[src/sv/lfbc_pkg.sv]
// Shared types and codes for the LED flash and blink controller.
package lfbc_pkg;

  localparam int NUM_LEDS_DEF    = 8;
  localparam int PERIOD_BITS_DEF = 16;
  localparam int REG_W           = 8;
  localparam int FIELD_PER_W     = 16;

  localparam logic [1:0] KIND_REQUEST = 2'd0;
  localparam logic [1:0] KIND_TICK    = 2'd1;
  localparam logic [1:0] KIND_EXPIRY  = 2'd2;

  localparam logic [1:0] MODE_OFF   = 2'd0;
  localparam logic [1:0] MODE_ON    = 2'd1;
  localparam logic [1:0] MODE_FLASH = 2'd2;
  localparam logic [1:0] MODE_BLINK = 2'd3;

  localparam logic REG_ACTIVE_HIGH = 1'b0;
  localparam logic REG_LED_ENABLE  = 1'b1;

  typedef struct packed {
    logic [1:0]  mode;
    logic [2:0]  led_index;
    logic [1:0]  new_state;
    logic [15:0] blink_period;
  } lfbc_in_t;

  typedef struct packed {
    logic [7:0] pin_levels;
    logic       restart_pulse;
  } lfbc_out_t;

  typedef struct packed {
    logic       req;
    logic       tick;
    logic       expire;
    logic [1:0] req_state;
  } lfbc_ctl_t;

endpackage

[src/sv/lfbc_cell.sv]
// State and next-state logic of a single LED.
module lfbc_cell import lfbc_pkg::*; #(
  parameter int PeriodBits = PERIOD_BITS_DEF
) (
  input  logic                  clk_i,
  input  logic                  rst_ni,
  input  lfbc_ctl_t             ctl_i,
  input  logic [PeriodBits-1:0] period_i,
  output logic                  lit_d_o,
  output logic                  pulse_o
);

  logic [1:0]            cur_mode_q, cur_mode_d;
  logic [1:0]            want_mode_q, want_mode_d;
  logic [PeriodBits-1:0] cur_per_q, cur_per_d;
  logic [PeriodBits-1:0] want_per_q, want_per_d;
  logic [PeriodBits-1:0] count_q, count_d;
  logic                  pending_q, pending_d;
  logic                  lit_q, lit_d;
  logic                  pulse;

  always_comb begin
    cur_mode_d  = cur_mode_q;
    want_mode_d = want_mode_q;
    cur_per_d   = cur_per_q;
    want_per_d  = want_per_q;
    count_d     = count_q;
    pending_d   = pending_q;
    lit_d       = lit_q;
    pulse       = 1'b0;
    if (ctl_i.req) begin
      want_mode_d = ctl_i.req_state;
      if (ctl_i.req_state == MODE_BLINK) begin
        want_per_d = period_i;
      end
    end
    if (ctl_i.tick) begin
      if (cur_mode_q != want_mode_q) begin
        cur_mode_d = want_mode_q;
        case (want_mode_q)
          MODE_ON: begin
            lit_d = 1'b1;
          end
          MODE_OFF: begin
            lit_d = 1'b0;
          end
          MODE_FLASH: begin
            pulse       = 1'b1;
            want_mode_d = MODE_OFF;
            cur_mode_d  = MODE_OFF;
          end
          default: begin
            pulse     = 1'b1;
            cur_per_d = want_per_q;
            count_d   = want_per_q;
          end
        endcase
      end else if (cur_mode_q == MODE_BLINK) begin
        if (cur_per_q != want_per_q) begin
          cur_per_d = want_per_q;
          count_d   = want_per_q;
          pulse     = 1'b1;
        end else if (count_q != '0) begin
          count_d = count_q - PeriodBits'(1);
        end else begin
          pulse   = 1'b1;
          count_d = cur_per_q;
        end
      end
      if (pulse) begin
        lit_d     = 1'b1;
        pending_d = 1'b1;
      end
    end
    if (ctl_i.expire && pending_q) begin
      pending_d = 1'b0;
      lit_d     = 1'b0;
    end
  end

  always_ff @(posedge clk_i or negedge rst_ni) begin
    if (!rst_ni) begin
      cur_mode_q  <= MODE_OFF;
      want_mode_q <= MODE_OFF;
      cur_per_q   <= '0;
      want_per_q  <= '0;
      count_q     <= '0;
      pending_q   <= 1'b0;
      lit_q       <= 1'b0;
    end else begin
      cur_mode_q  <= cur_mode_d;
      want_mode_q <= want_mode_d;
      cur_per_q   <= cur_per_d;
      want_per_q  <= want_per_d;
      count_q     <= count_d;
      pending_q   <= pending_d;
      lit_q       <= lit_d;
    end
  end

  assign lit_d_o = lit_d;
  assign pulse_o = pulse;

endmodule

[src/sv/led_flash_blink_controller_core.sv]
// Top level of the LED flash and blink controller: registers, LED cells and result stage.
// One transaction is taken per clock cycle while in_ready_o is high. A transaction is held in
// an input register and, in the cycle in which it moves on, all LED cells update in parallel
// and the pin levels and restart flag are captured in the result register. in_ready_o is high
// when the input register is empty or moves on in that cycle, which it does unless a result is
// waiting and out_ready_i is low. Configuration writes take effect at once and are meant to be
// made only while the block is idle.
module led_flash_blink_controller_core import lfbc_pkg::*; #(
  parameter int NUM_LEDS    = NUM_LEDS_DEF,
  parameter int PERIOD_BITS = PERIOD_BITS_DEF
) (
  input  logic             clk_i,
  input  logic             rst_ni,
  input  logic             in_valid_i,
  output logic             in_ready_o,
  input  lfbc_in_t         in_data_i,
  output logic             out_valid_o,
  input  logic             out_ready_i,
  output lfbc_out_t        out_data_o,
  input  logic             cfg_we_i,
  input  logic             cfg_index_i,
  input  logic [REG_W-1:0] cfg_data_i
);

  logic [REG_W-1:0]       active_high_q;
  logic [REG_W-1:0]       enable_q;
  logic                   in_vld_q;
  lfbc_in_t               in_q;
  logic                   out_vld_q;
  lfbc_out_t              out_q;
  logic                   advance;
  logic [PERIOD_BITS-1:0] period;
  logic [NUM_LEDS-1:0]    lit_d;
  logic [NUM_LEDS-1:0]    pulse;
  logic [7:0]             pins;

  assign advance    = in_vld_q && (!out_vld_q || out_ready_i);
  assign in_ready_o = !in_vld_q || advance;

  if (PERIOD_BITS > FIELD_PER_W) begin : g_per_wide
    assign period = {{(PERIOD_BITS - FIELD_PER_W){1'b0}}, in_q.blink_period};
  end else begin : g_per_narrow
    assign period = in_q.blink_period[PERIOD_BITS-1:0];
  end

  for (genvar i = 0; i < NUM_LEDS; i++) begin : g_led
    lfbc_ctl_t ctl;
    if (i < REG_W) begin : g_live
      assign ctl.req    = advance && (in_q.mode == KIND_REQUEST) && (in_q.led_index == 3'(i));
      assign ctl.tick   = advance && (in_q.mode == KIND_TICK) && enable_q[i];
    end else begin : g_idle
      assign ctl.req    = 1'b0;
      assign ctl.tick   = 1'b0;
    end
    assign ctl.expire    = advance && (in_q.mode == KIND_EXPIRY);
    assign ctl.req_state = in_q.new_state;

    lfbc_cell #(
      .PeriodBits(PERIOD_BITS)
    ) u_cell (
      .clk_i   (clk_i),
      .rst_ni  (rst_ni),
      .ctl_i   (ctl),
      .period_i(period),
      .lit_d_o (lit_d[i]),
      .pulse_o (pulse[i])
    );
  end

  for (genvar b = 0; b < 8; b++) begin : g_pin
    if (b < NUM_LEDS) begin : g_used
      assign pins[b] = ~(lit_d[b] ^ active_high_q[b]);
    end else begin : g_unused
      assign pins[b] = 1'b0;
    end
  end

  always_ff @(posedge clk_i or negedge rst_ni) begin
    if (!rst_ni) begin
      active_high_q <= '0;
      enable_q      <= '0;
    end else if (cfg_we_i) begin
      case (cfg_index_i)
        REG_ACTIVE_HIGH: active_high_q <= cfg_data_i;
        REG_LED_ENABLE:  enable_q      <= cfg_data_i;
        default: begin
        end
      endcase
    end
  end

  always_ff @(posedge clk_i or negedge rst_ni) begin
    if (!rst_ni) begin
      in_vld_q  <= 1'b0;
      out_vld_q <= 1'b0;
    end else begin
      if (in_ready_o) begin
        in_vld_q <= in_valid_i;
      end
      if (advance) begin
        out_vld_q <= 1'b1;
      end else if (out_ready_i) begin
        out_vld_q <= 1'b0;
      end
    end
  end

  always_ff @(posedge clk_i) begin
    if (in_ready_o && in_valid_i) begin
      in_q <= in_data_i;
    end
    if (advance) begin
      out_q.pin_levels    <= pins;
      out_q.restart_pulse <= |pulse;
    end
  end

  assign out_valid_o = out_vld_q;
  assign out_data_o  = out_q;

endmodule
[config.mk]
export PLATFORM = sky130hd
export DESIGN_NAME = led_flash_blink_controller_core
export DESIGN_NICKNAME = d
export VERILOG_FILES = /design/src/sv/lfbc_pkg.sv /design/src/sv/lfbc_cell.sv /design/src/sv/led_flash_blink_controller_core.sv
export SDC_FILE = /design/constraint.sdc
export NUM_CORES = 1
export LEC_CHECK = 0
export ABC_CLOCK_PERIOD_IN_PS = 2730
export BUFFER_PORTS_ARGS = -buffer_cell sky130_fd_sc_hd__buf_2
export CAP_MARGIN = 20
export CORE_ASPECT_RATIO = 0.9
export CORE_MARGIN = 1
export CORE_UTILIZATION = 44
export DETAILED_ROUTE_END_ITERATION = 16
export GPL_ROUTABILITY_DRIVEN = 0
export PLACE_DENSITY = 0.65
export SLEW_MARGIN = 40
export SYNTH_ARGS = -nofsm -noshare
export SYNTH_HDL_FRONTEND = slang
export SYNTH_SLANG_ARGS = --single-unit
[constraint.sdc]
create_clock -name clk_i -period 2.73 [get_ports clk_i]
set_input_delay 0.546 -clock clk_i [delete_from_list [all_inputs] [get_ports clk_i]]
set_output_delay 0.546 -clock clk_i [all_outputs]
set_load 0.05 [all_outputs]
Yosys cells after proc, flatten, opt, wreduce, memory -nomap -nowiden:

Index checks and enable logic that the tools add are counted.

* add/subtract/negate cells: 8
* eq/ne operators: 58
* multiplexer cells: 226
* bitwise gates (word level): 17
* reductions and logical operators: 143

Operators by type and width (number)
* 16-bit 2-to-1 mux: 64
* 16-bit != test: 8
* 16-bit nonzero test: 8
* 16-bit by 1-bit subtractor with 16-bit output (second input constant): 8
* 1-bit 2-to-1 mux: 114
* 2-bit 2-to-1 mux: 40
* 2-bit nonzero test: 33
* 2-bit AND reduction: 26
* 2-bit == test (second input constant): 18
* 4-bit AND reduction: 8
* 1-bit logical AND: 29
* 3-bit AND reduction: 8
* 3-bit OR reduction: 8
* 2-bit by 1-bit == test with 1-bit output (second input constant): 9
* 2-bit logical NOT: 9
* 2-bit != test: 8
* 2-bit != test (second input constant): 8
* 1-bit one-hot mux with 2 select lines: 8
* 2-bit OR reduction: 8
* 3-bit == test (second input constant): 4
* 1-bit inverter: 9
* 8-bit OR reduction: 1
* 1-bit bitwise XOR: 8
* 3-bit by 2-bit == test with 1-bit output (second input constant): 2
* other kinds (4): 6

* flip-flop bits (word level): 482
* output and inout bits: 11

Logic depth before layout (Yosys ltp):

Gate-level depths: netlist of run 1.

* word-level depth: 11
* depth in mapped cells: 10

Cells and area by module:

A second synthesis of run 1 with hierarchy kept.

* cell total of the unflattened synthesis: 2332
* area, all modules: 25857.3 um2

By module, submodules not included
* lfbc_cell at g_led[3].u_cell ...: instances 3, cells an instance 290, area each 3032.9 um2, seq. area each 1351.3 um2
* lfbc_cell at g_led[0].u_cell ...: instances 3, cells an instance 255, area each 2882.8 um2, seq. area each 1351.3 um2
* lfbc_cell at g_led[6].u_cell ...: instances 2, cells an instance 287, area each 3040.4 um2, seq. area each 1351.3 um2
* led_flash_blink_controller_core: instances 1, cells an instance 123, area each 2029.4 um2, seq. area each 1411.4 um2

Worst setup path after synthesis of run 1:

No wires, ideal clock.

* path type: reg2reg
* from: reg out_vld_q, in the netlist out_valid_o
* to: reg g_led[3].u_cell.cur_per_q[10]
* library setup time: 0.128 ns
* arrival time: 2.525 ns
* setup slack: 0.077 ns
* cell stages (with the launch flop): 9
* path through: dfrtp_1 > nor2b_2 > nor4_1 > a21oi_1 > or2_1 > buf_2 > nor2_4 > buf_4 > mux2_1

* cells in the longest elaborated chain, start to end: 6

Ends and longest elaborated chain
* from (decl): RTL line led_flash_blink_controller_core.sv:29 `logic out_vld_q;`
* from (signal assigned): RTL line led_flash_blink_controller_core.sv:95 `out_vld_q <= 1'b0;`
* from (signal assigned): RTL line led_flash_blink_controller_core.sv:101 `out_vld_q <= 1'b1;`
* from (signal assigned): RTL line led_flash_blink_controller_core.sv:103 `out_vld_q <= 1'b0;`
* 1-bit logical NOT: RTL line led_flash_blink_controller_core.sv:37 `assign advance = in_vld_q && (!out_vld_q || out_ready_i);`
* 1-bit logical OR: RTL line led_flash_blink_controller_core.sv:37
* 1-bit logical AND: RTL line led_flash_blink_controller_core.sv:37
* 1-bit logical AND (2 in series): RTL line led_flash_blink_controller_core.sv:50 `assign ctl.tick = advance && (in_q.mode == KIND_TICK) && enable_q[i];`
* 4-bit AND reduction (no line)
* to (signal assigned): RTL line lfbc_cell.sv:93 `cur_per_q <= cur_per_d;`
* to (decl): RTL line lfbc_cell.sv:15 `logic [PeriodBits-1:0] cur_per_q, cur_per_d;`

Every way passes these cells.
A chain may end at the register's enable or synchronous reset.

Worst setup path in the final report of run 1:

* from: reg g_led[5].u_cell.want_per_q[11]
* to: reg out_q (netlist bit out_data_o[0]), data pin

* cells in the longest elaborated chain, start to end: 7

Ends and longest elaborated chain
* from (decl): RTL line lfbc_cell.sv:16 `logic [PeriodBits-1:0] want_per_q, want_per_d;`
* from (signal assigned): RTL line lfbc_cell.sv:94 `want_per_q <= want_per_d;`
* 16-bit != test: RTL line lfbc_cell.sv:59 `if (cur_per_q != want_per_q) begin`
* 1-bit 2-to-1 mux: RTL line lfbc_cell.sv:59
* 1-bit 2-to-1 mux: RTL line lfbc_cell.sv:58 `end else if (cur_mode_q == MODE_BLINK) begin`
* 1-bit 2-to-1 mux: RTL line lfbc_cell.sv:38 `if (cur_mode_q != want_mode_q) begin`
* 1-bit 2-to-1 mux (2 in series): RTL line lfbc_cell.sv:37 `if (ctl_i.tick) begin`
* 8-bit OR reduction: RTL line led_flash_blink_controller_core.sv:114 `out_q.restart_pulse <= |pulse;`
* to (decl): RTL line led_flash_blink_controller_core.sv:30 `lfbc_out_t out_q;`

Every way passes these cells. The select of a mux whose other input is x is not followed.

==> key figures, run 1 <==
Yosys
  • Adder-Cell Fraction of Synth Area: 0.7928%
  • Post-synthesis instance total: 2393
  • Distinct cell type count after synthesis: 84
  • Largest area contributor in the netlist: dfrtp_1
  • Area contributors post-synth: dfrtp_1 (45%), mux2_2 (11%), xor2_1 (4.8%)
  • Synth top area share: 44.59%
  • Most used DFF post-synth: dfrtp_1
  • Post-Synth Simple-Gate Area: 15.48%
  • Register area share after synthesis: 48.40%
  • XOR/XNOR Fraction of Synth Area: 8.012%
  • Most common cell in the netlist: dfrtp_1
  • Post-synthesis compound-gate area fraction: 9.969%
  • Post-synth top cells: dfrtp_1 (450), nand2_1 (260), mux2_2 (245)
  • Yosys warning count: 0
  • Post-synthesis cell area: 25250 um2
  • EDFF count, synth: 32
  • Mapped Avg Cell Area: 10.55 um2
  • Combinational family with the most area after synthesis: simple AND/OR/NAND/NOR gates
  • Synthesized flop and latch total: 482
  • Mux share of post-synthesis cell area: 14.73%
  • Syn_nets: 2446
  • Post-synth ARST share: 93.36%

Global route
  • Gr busiest metal: met2
  • Vias in the first global route: 18706
  • First-pass GRT wire length: 105.2 mm
  • Grt met2 use: 34.26%
  • GR Util met1: 33.24%
  • Largest net degree at the start of global routing: 95
  • Tot GR Track Use: 22.91%
  • Initial antenna violation count: 8
  • Met3 Use GR: 4.557%
  • GR Overflow Total: 0

Timing
  • Max_slew headroom: 45.62%
  • Fmax: 378.2 MHz
  • Crit share post-route: 96.85%
  • Setup_tns: 0 ns
  • Worst Skew: 0.02110 ns
  • Worst-margin pin slew: 0.8157 ns
  • Final Hold Viols: 0
  • Final setup viols: 0
  • Period minus WS final: 2.644 ns
  • Max Slew Vio Count: 0

Routing
  • WL per Instance: 19.95 um
  • Drt initial violations: 1708
  • Final ANT Viol Nets: 0
  • Via total after detailed routing: 18914
  • # DRC: 0
  • WL final: 65.95 mm
  • Mean number of vias per cell: 5.721
  • DR pass1 iterations: 5

Worst hold path
  • Hold Crit Start: in_data_i[15]
  • Hold Path Class: in -> reg

Die
  • FP Rows: 82
  • Die width: 254.5 um
  • Initial core utilization: 44.91%
  • Core area: 56220 um2
  • IO Pins: 48
  • DIE AREA: 58350 um2
  • Die height: 229.3 um

Cells and area
  • Fin util: 51.72%
  • Fin cells: 3306
  • Post-route design area: 29080 um2
  • Proportion of layout cells with a drive suffix above 1: 21.60%
  • Fill cell count: 4988
  • P&R area growth vs syn: 15.15%
  • Nets: 2556

Clocking
  • Latest clock arrival within the worst-skew pair: 0.62 ns
  • Clk sinks: 482
  • CTS clock-pin slew for the worst setup and hold paths: 0.06 ns
  • Clk root buf: clkbuf_16
  • CTS H-tree depth: 2
  • TritonCTS clock tree: yes
  • Num CTS Buffers: 52
  • CTS max path bufs: 3

Place
  • Dpl hpwl: 45.03 mm
  • Number of port buffers: 47
  • DP Area: 27130 um2
  • Placed insts: 3202

Power
  • VDD IR max: 0.0005672 V
  • Total power: 24.54 mW
  • Lkg Pwr: 13.53 nW
  • Pwr Density: 843.8 nW/um2

Flow run
  • MaxCap Viol Count: 0

Setup path
  • Crit path cell chain: xor2_1 -> nor4_2 -> buf_4 -> nand3_1 -> or4_1 -> a21oi_1 -> or4b_1
  • Worst Setup SP: g_led[5].u_cell.want_per_q[11]
  • WP data arrival: 3.00 ns
  • Crit Path Class: reg -> reg
  • Worst Path Required: 3.09 ns
  • CP max-delay cell: or4_1
  • Setup crit start kind: register
  • Top Family by Delay on Critical Path: simple AND/OR/NAND/NOR gates
  • Slowest Stage Delay on Critical Path: 0.59 ns
  • Crit end category: register
  • Crit-path max FO: 4
  • WP buf/inv: 1
  • Worst reg2reg path startpoint: g_led[5].u_cell.want_per_q[11]

Status
  • Outcome: complete, no violations
==> final cells by class <==
type / count / area (um2) / area share, %
antenna: 4 / 10.01 / 0.03442
sequential: 482 / 12220 / 42.03
clock inverter: 28 / 456.7 / 1.571
clock buffer: 69 / 1415 / 4.867
timing repair buffer: 167 / 1420 / 4.884
multi-input combinational: 1751 / 12420 / 42.73
inverter: 49 / 183.9 / 0.6325
tap: 756 / 945.9 / 3.253
==> placed cells by master (no fill, tap or decap), drive strengths merged, types with 6 or more instances in the layout <==
| cell type | instances |
|---|---|
| a21oi | 100 |
| a221o | 7 |
| a22oi | 6 |
| a31oi | 48 |
| and2 | 11 |
| and3 | 10 |
| buf | 166 |
| bufinv | 11 |
| clkbuf | 69 |
| clkinv | 12 |
| dfrtp | 450 |
| edfxtp | 32 |
| ha | 16 |
| inv | 53 |
| mux2 | 257 |
| mux2i | 82 |
| nand2 | 260 |
| nand2b | 28 |
| nand3 | 51 |
| nand3b | 16 |
| nand4 | 39 |
| nand4b | 12 |
| nor2 | 199 |
| nor2b | 14 |
| nor3 | 42 |
| nor3b | 9 |
| nor4 | 53 |
| o211ai | 39 |
| o21ai | 77 |
| o22ai | 16 |
| or2 | 8 |
| or3 | 8 |
| or4 | 7 |
| xnor2 | 94 |
| xor2 | 137 |
==> flip-flops by register name (all words and copies together), names as in the netlist <==
| signal | flops |
|---|---|
| g_led.u_cell.count_q | 128 |
| g_led.u_cell.cur_per_q | 128 |
| g_led.u_cell.want_per_q | 128 |
| g_led.u_cell.cur_mode_q | 16 |
| g_led.u_cell.want_mode_q | 16 |
| period | 16 |
| out_data_o | 9 |
| active_high_q | 8 |
| enable_q | 8 |
| g_led.u_cell.lit_q | 8 |
| g_led.u_cell.pending_q | 8 |
| in_q | 5 |
| g_led.ctl | 2 |
| in_vld_q | 1 |
| out_valid_o | 1 |
==> metal layers <==
layer / up-vias / part of all wire [%]
li1: 8812 / -
met2: 475 / 45
met3: 108 / 6.0
met1: 9519 / 46
met4: 0 / 2.7
met5: - / 0
==> power breakdown <==
part           leakage (nW)  total, mW  internal [mW]  switching (mW)
logic                  6.27       7.47           3.29            4.18
clock network         0.915       7.76           4.71            3.05
registers              6.35       9.31           8.14            1.17
total                  13.5       24.5           16.1            8.40
==> through the flow <==
| step | setup WS (ns) | hold WS (ns) |
|---|---|---|
| floorplan | 0.07733 | 0.2504 |
| detailed placement | -0.005472 | 0.4654 |
| global route | -0.03376 | 0.06215 |
| global placement | 0.02487 | 0.4505 |
| finish | 0.08612 | 0.09726 |
| CTS | 0.01644 | 0.06066 |
==> repair_timing <==
action / CTS / global route
setup buffers: 0 / 0
setup endpoints to repair: 1 / 42
cloned: 0 / 0
resized for setup: 1 / 7
hold buffers: 1 / 0
hold endpoints to repair: 44 / 0
==> logic make-up (layout without fill, tap and decap cells) <==
kind of cell             count (synthesis)  in the layout
buffers and inverters                  160            313
adder cells (fa/ha/maj)                 16             16
other                                    0              4
flip-flops                             482            482
AO/OA/AOI/OAI                          382            382
AND/OR/NAND/NOR                        783            783
multiplexers                           339            339
XOR/XNOR                               231            231
==> path summary, 6_finish.rpt <==
| path | to | slack [ns] | depth (start not counted) |
|---|---|---|---|
| worst max-delay path | out_data_o[0] | 0.09 | 7 |
| worst min-delay path | period[15] | 0.1 | 1 |
| worst max register to register | out_data_o[0] | 0.09 | 7 |
| worst min register to register | g_led[0].u_cell.pending_q | 0.47 | 1 |
| max in group asynchronous | g_led[3].u_cell.cur_per_q[2] | 1.37 | 3 |
| min in group asynchronous | g_led[6].u_cell.count_q[14] | 0.48 | 2 |
No activity file was read; power rests on OpenSTA's default activity.
==> run 2, diff against run 1 <==
SYNTH_HIERARCHICAL = 1   (was unset)
==> run 2 against run 1 <==
Register-to-register slack better by 0.11 ns. Routed wire length rose by 3.8%. Final cell count is 2.9% lower. Highest routed layer is now met5. Power increased by 7.0%. Combinational power grew 34%. Utilization decreased by 1.1 points. Sequential power down 0.9%. Area after synthesis is 2.4% higher. Largest power group is now combinational cells. First-iteration DRC count rose by 9.7%. Design area is 0.18% higher.
==> key figures, run 2 <==
Die
  • FP Rows: 83 (+1.2%)
  • Die width: 257.5 um (+1.2%)
  • Initial core utilization: 44.94% (about the same)
  • Die height: 232.0 um (+1.2%)
  • IO Pins: 48 (unchanged)
  • Core area: 57530 um2 (+2.3%)
  • DIE AREA: 59740 um2 (+2.4%)

Yosys
  • Post-synth ARST share: 93.36% (unchanged)
  • Post-synthesis cell area: 25860 um2 (+2.4%)
  • Adder-Cell Fraction of Synth Area: 0.7742% (-0.019 points)
  • Syn_nets: 2385 (-2.5%)
  • Synth top area share: 43.55% (-1.0 points)
  • Mux share of post-synthesis cell area: 13.82% (-0.91 points)
  • Distinct cell type count after synthesis: 73 (-13%)
  • Area contributors post-synth: dfrtp_1 (44%), mux2_2 (12%), xnor2_1 (6.8%)
  • Mapped Avg Cell Area: 11.09 um2 (+5.1%)
  • Post-synthesis instance total: 2332 (-2.5%)
  • Largest area contributor in the netlist: dfrtp_1
  • Most common cell in the netlist: dfrtp_1
  • XOR/XNOR Fraction of Synth Area: 7.384% (-0.63 points)
  • EDFF count, synth: 32 (unchanged)
  • Yosys warning count: 6 (+6)
  • Synthesized flop and latch total: 482 (unchanged)
  • Post-Synth Simple-Gate Area: 13.66% (-1.8 points)
  • Combinational family with the most area after synthesis: multiplexers
  • Post-synthesis compound-gate area fraction: 13.16% (+3.2 points)
  • Post-synth top cells: dfrtp_1 (450), mux2_2 (272), xnor2_1 (200)
  • Register area share after synthesis: 47.27% (-1.1 points)
  • Most used DFF post-synth: dfrtp_1

Clocking
  • Num CTS Buffers: 49 (-5.8%)
  • CTS max path bufs: 3 (unchanged)
  • TritonCTS clock tree: yes
  • Latest clock arrival within the worst-skew pair: 0.60 ns (-0.02 ns)
  • Clk sinks: 482 (unchanged)
  • CTS clock-pin slew for the worst setup and hold paths: 0.06 ns (about the same)
  • CTS H-tree depth: 2 (unchanged)
  • Post-CTS Resized: 0 (-1)
  • Clk root buf: clkbuf_16

Timing
  • Final setup viols: 0 (unchanged)
  • Period minus WS final: 2.534 ns (-0.1097 ns)
  • Max_slew headroom: 43.19% (-2.4 points)
  • Fmax: 394.6 MHz (+4.3%)
  • Worst hold margin: 0.1241 ns (+0.02687 ns)
  • Max Slew Vio Count: 0 (unchanged)
  • Worst Skew: 0.02653 ns (+0.005431 ns)
  • Final Hold Viols: 0 (unchanged)
  • Worst-margin pin slew: 0.8521 ns (+0.03635 ns)
  • Crit share post-route: 92.83% (-4.0 points)
  • RSZ-0062 raised after global routing: false
  • Setup_tns: 0 ns (unchanged)

Setup path
  • WP buf/inv: 2 (+1)
  • Worst Path Required: 3.06 ns (-0.03 ns)
  • Worst Setup SP: g_led[7].u_cell/count_q[0]
  • Worst reg2reg path startpoint: g_led[7].u_cell/count_q[0]
  • Top Family by Delay on Critical Path: simple AND/OR/NAND/NOR gates
  • Crit path depth: 9 (+2)
  • Crit Path Class: reg -> reg
  • Crit end category: register
  • Worst r2r path cells: 9 (+2)
  • Slowest Stage Delay on Critical Path: 0.51 ns (-0.08 ns)
  • WP data arrival: 2.86 ns (-0.14 ns)
  • Crit-path max FO: 6 (+2)
  • CP max-delay cell: or4b_4
  • Crit path cell chain: inv_1 -> ha_1 -> or4b_4 -> or2_1 -> nor2_2 -> o31ai_1 -> buf_4 -> a22oi_1 -> xnor2_1
  • Setup crit start kind: register

Worst hold path
  • Hold Path Class: in -> reg
  • Hold Crit Start: in_data_i[6]
  • Worst Hold Depth: 1 (unchanged)

Place
  • Placed insts: 3119 (-2.6%)
  • Number of port buffers: 47 (unchanged)
  • Dpl hpwl: 47.76 mm (+6.1%)
  • DP Area: 27460 um2 (+1.2%)

Routing
  • Mean number of vias per cell: 6.085 (+6.4%)
  • WL final: 68.47 mm (+3.8%)
  • Final ANT Viol Nets: 0 (unchanged)
  • Drt initial violations: 1874 (+9.7%)
  • Via total after detailed routing: 19538 (+3.3%)
  • DR pass1 iterations: 5 (unchanged)
  • # DRC: 0 (unchanged)
  • WL per Instance: 21.32 um (+6.9%)

Flow run
  • MaxCap Viol Count: 0 (unchanged)

Cells and area
  • Proportion of layout cells with a drive suffix above 1: 24.62% (+3.0 points)
  • Post-route design area: 29130 um2 (+0.18%)
  • Fill cell count: 5131 (+2.9%)
  • Largest regs: g_led.u_cell/count_q: 128 flops, g_led.u_cell/cur_per_q: 128 flops, g_led.u_cell/want_per_q: 128 flops
  • Nets: 2459 (-3.8%)
  • P&R area growth vs syn: 12.65%
  • Register Area: 12220 um2 (unchanged)
  • Most frequent cells in the layout: dfrtp_1 (450), mux2_2 (272), xnor2_1 (200)
  • Fin util: 50.63% (-1.1 points)
  • Fin cells: 3211 (-2.9%)
  • Multi-input gate area: 12660 um2 (+1.9%)
  • Commonest non-fill, non-tap cell in the layout: dfrtp_1

Global route
  • Tot GR Track Use: 23.19% (+0.28 points)
  • First-pass GRT wire length: 110.5 mm (+5.1%)
  • Initial antenna violation count: 8 (unchanged)
  • Vias in the first global route: 19305 (+3.2%)
  • GR Overflow Total: 0 (unchanged)
  • Largest net degree at the start of global routing: 84 (-12%)

Power
  • Pwr Density: 901.0 nW/um2 (+6.8%)
  • Lkg Pwr: 12.66 nW (-6.4%)
  • VDD IR max: 0.0006063 V (+6.9%)

Status
  • Outcome: complete, no violations
run 2: cell count changes in the layout (fill, tap and decap cells not counted), sizes merged, moves of 39 or more:
| cell | previous run | this run |
|---|---|---|
| nand2 | 260 | 77 |
| xor2 | 137 | 18 |
| xnor2 | 94 | 200 |
| a221o | 7 | 72 |
| nor2 | 199 | 143 |
| nor3 | 42 | 94 |
| a2111oi | 2 | 50 |
| mux2i | 82 | 42 |
| o211ai | 39 | 0 |
run 2: timing repair:
| item | 4_1_cts | 5_1_grt |
|---|---|---|
| hold endpoints to repair | 37 | 0 |
| hold buffers | 1 | 0 |
| setup buffers | 0 | 0 |
run 2: final timing paths:
check                      slack, ns                       endpoint
max                             0.20                  out_data_o[8]
min reg2reg                     0.48      g_led[5].u_cell/pending_q
max reg2reg                     0.20                  out_data_o[8]
max in group asynchronous       1.40    g_led[5].u_cell/count_q[14]
min in group asynchronous       0.47  g_led[7].u_cell/want_per_q[7]
min                             0.12                      period[6]
run 2: worst register-to-register path, delay by kind of cell, from the launching register on:
family,cells,cell delay [ns]
and+or+nand+nor,3,0.94
buffers and inverters,2,0.31
adders and majority gates,1,0.17
DFF,1,0.42
xor gates and xnor gates,1,0.11
AOI/OAI and AO/OA,2,0.35
run 2: cell families after synthesis:
logic type	Yosys count
AND/OR/NAND/NOR	630
flip-flops	482
AO/OA/AOI/OAI	455
multiplexers	322
XOR/XNOR	218
buffers and inverters	209
adder cells (fa/ha/maj)	16
run 2: metal layers:
| layer | global-route usage, % | vias up | part of all wire, % |
|---|---|---|---|
| met1 | 33.22 | 9857 | 46 |
| met3 | 3.569 | 105 | 6.9 |
| met2 | 35.60 | 662 | 45 |
| li1 | - | 8908 | - |
| met5 | 0 | - | 0.067 |
| met4 | 8.136 | 6 | 2.8 |
run 2: where the power goes:
group / internal, mW / switching, mW
logic: 4.19 / 5.84
clock network: 4.12 / 2.87
registers: 8.08 / 1.15
total: 16.4 / 9.86
run 2: metrics by stage:
stage	total power, mW	setup slack [ns]
after detailed placement	19.14	0.1988
after CTS	26.23	0.1969
after global routing	27.74	0.01657
final	26.25	0.1958
after global placement	18.95	0.2419
after floorplan	16.35	0.1615
run 2: area by class of cell:
type	instances	share of cell area, %
clock inverter	19	0.7860
clock buffer	71	4.918
timing repair buffer	184	4.974
antenna	1	0.008591
tap	765	3.286
multi-input combinational	1641	43.45
sequential	482	41.96
inverter	48	0.6185
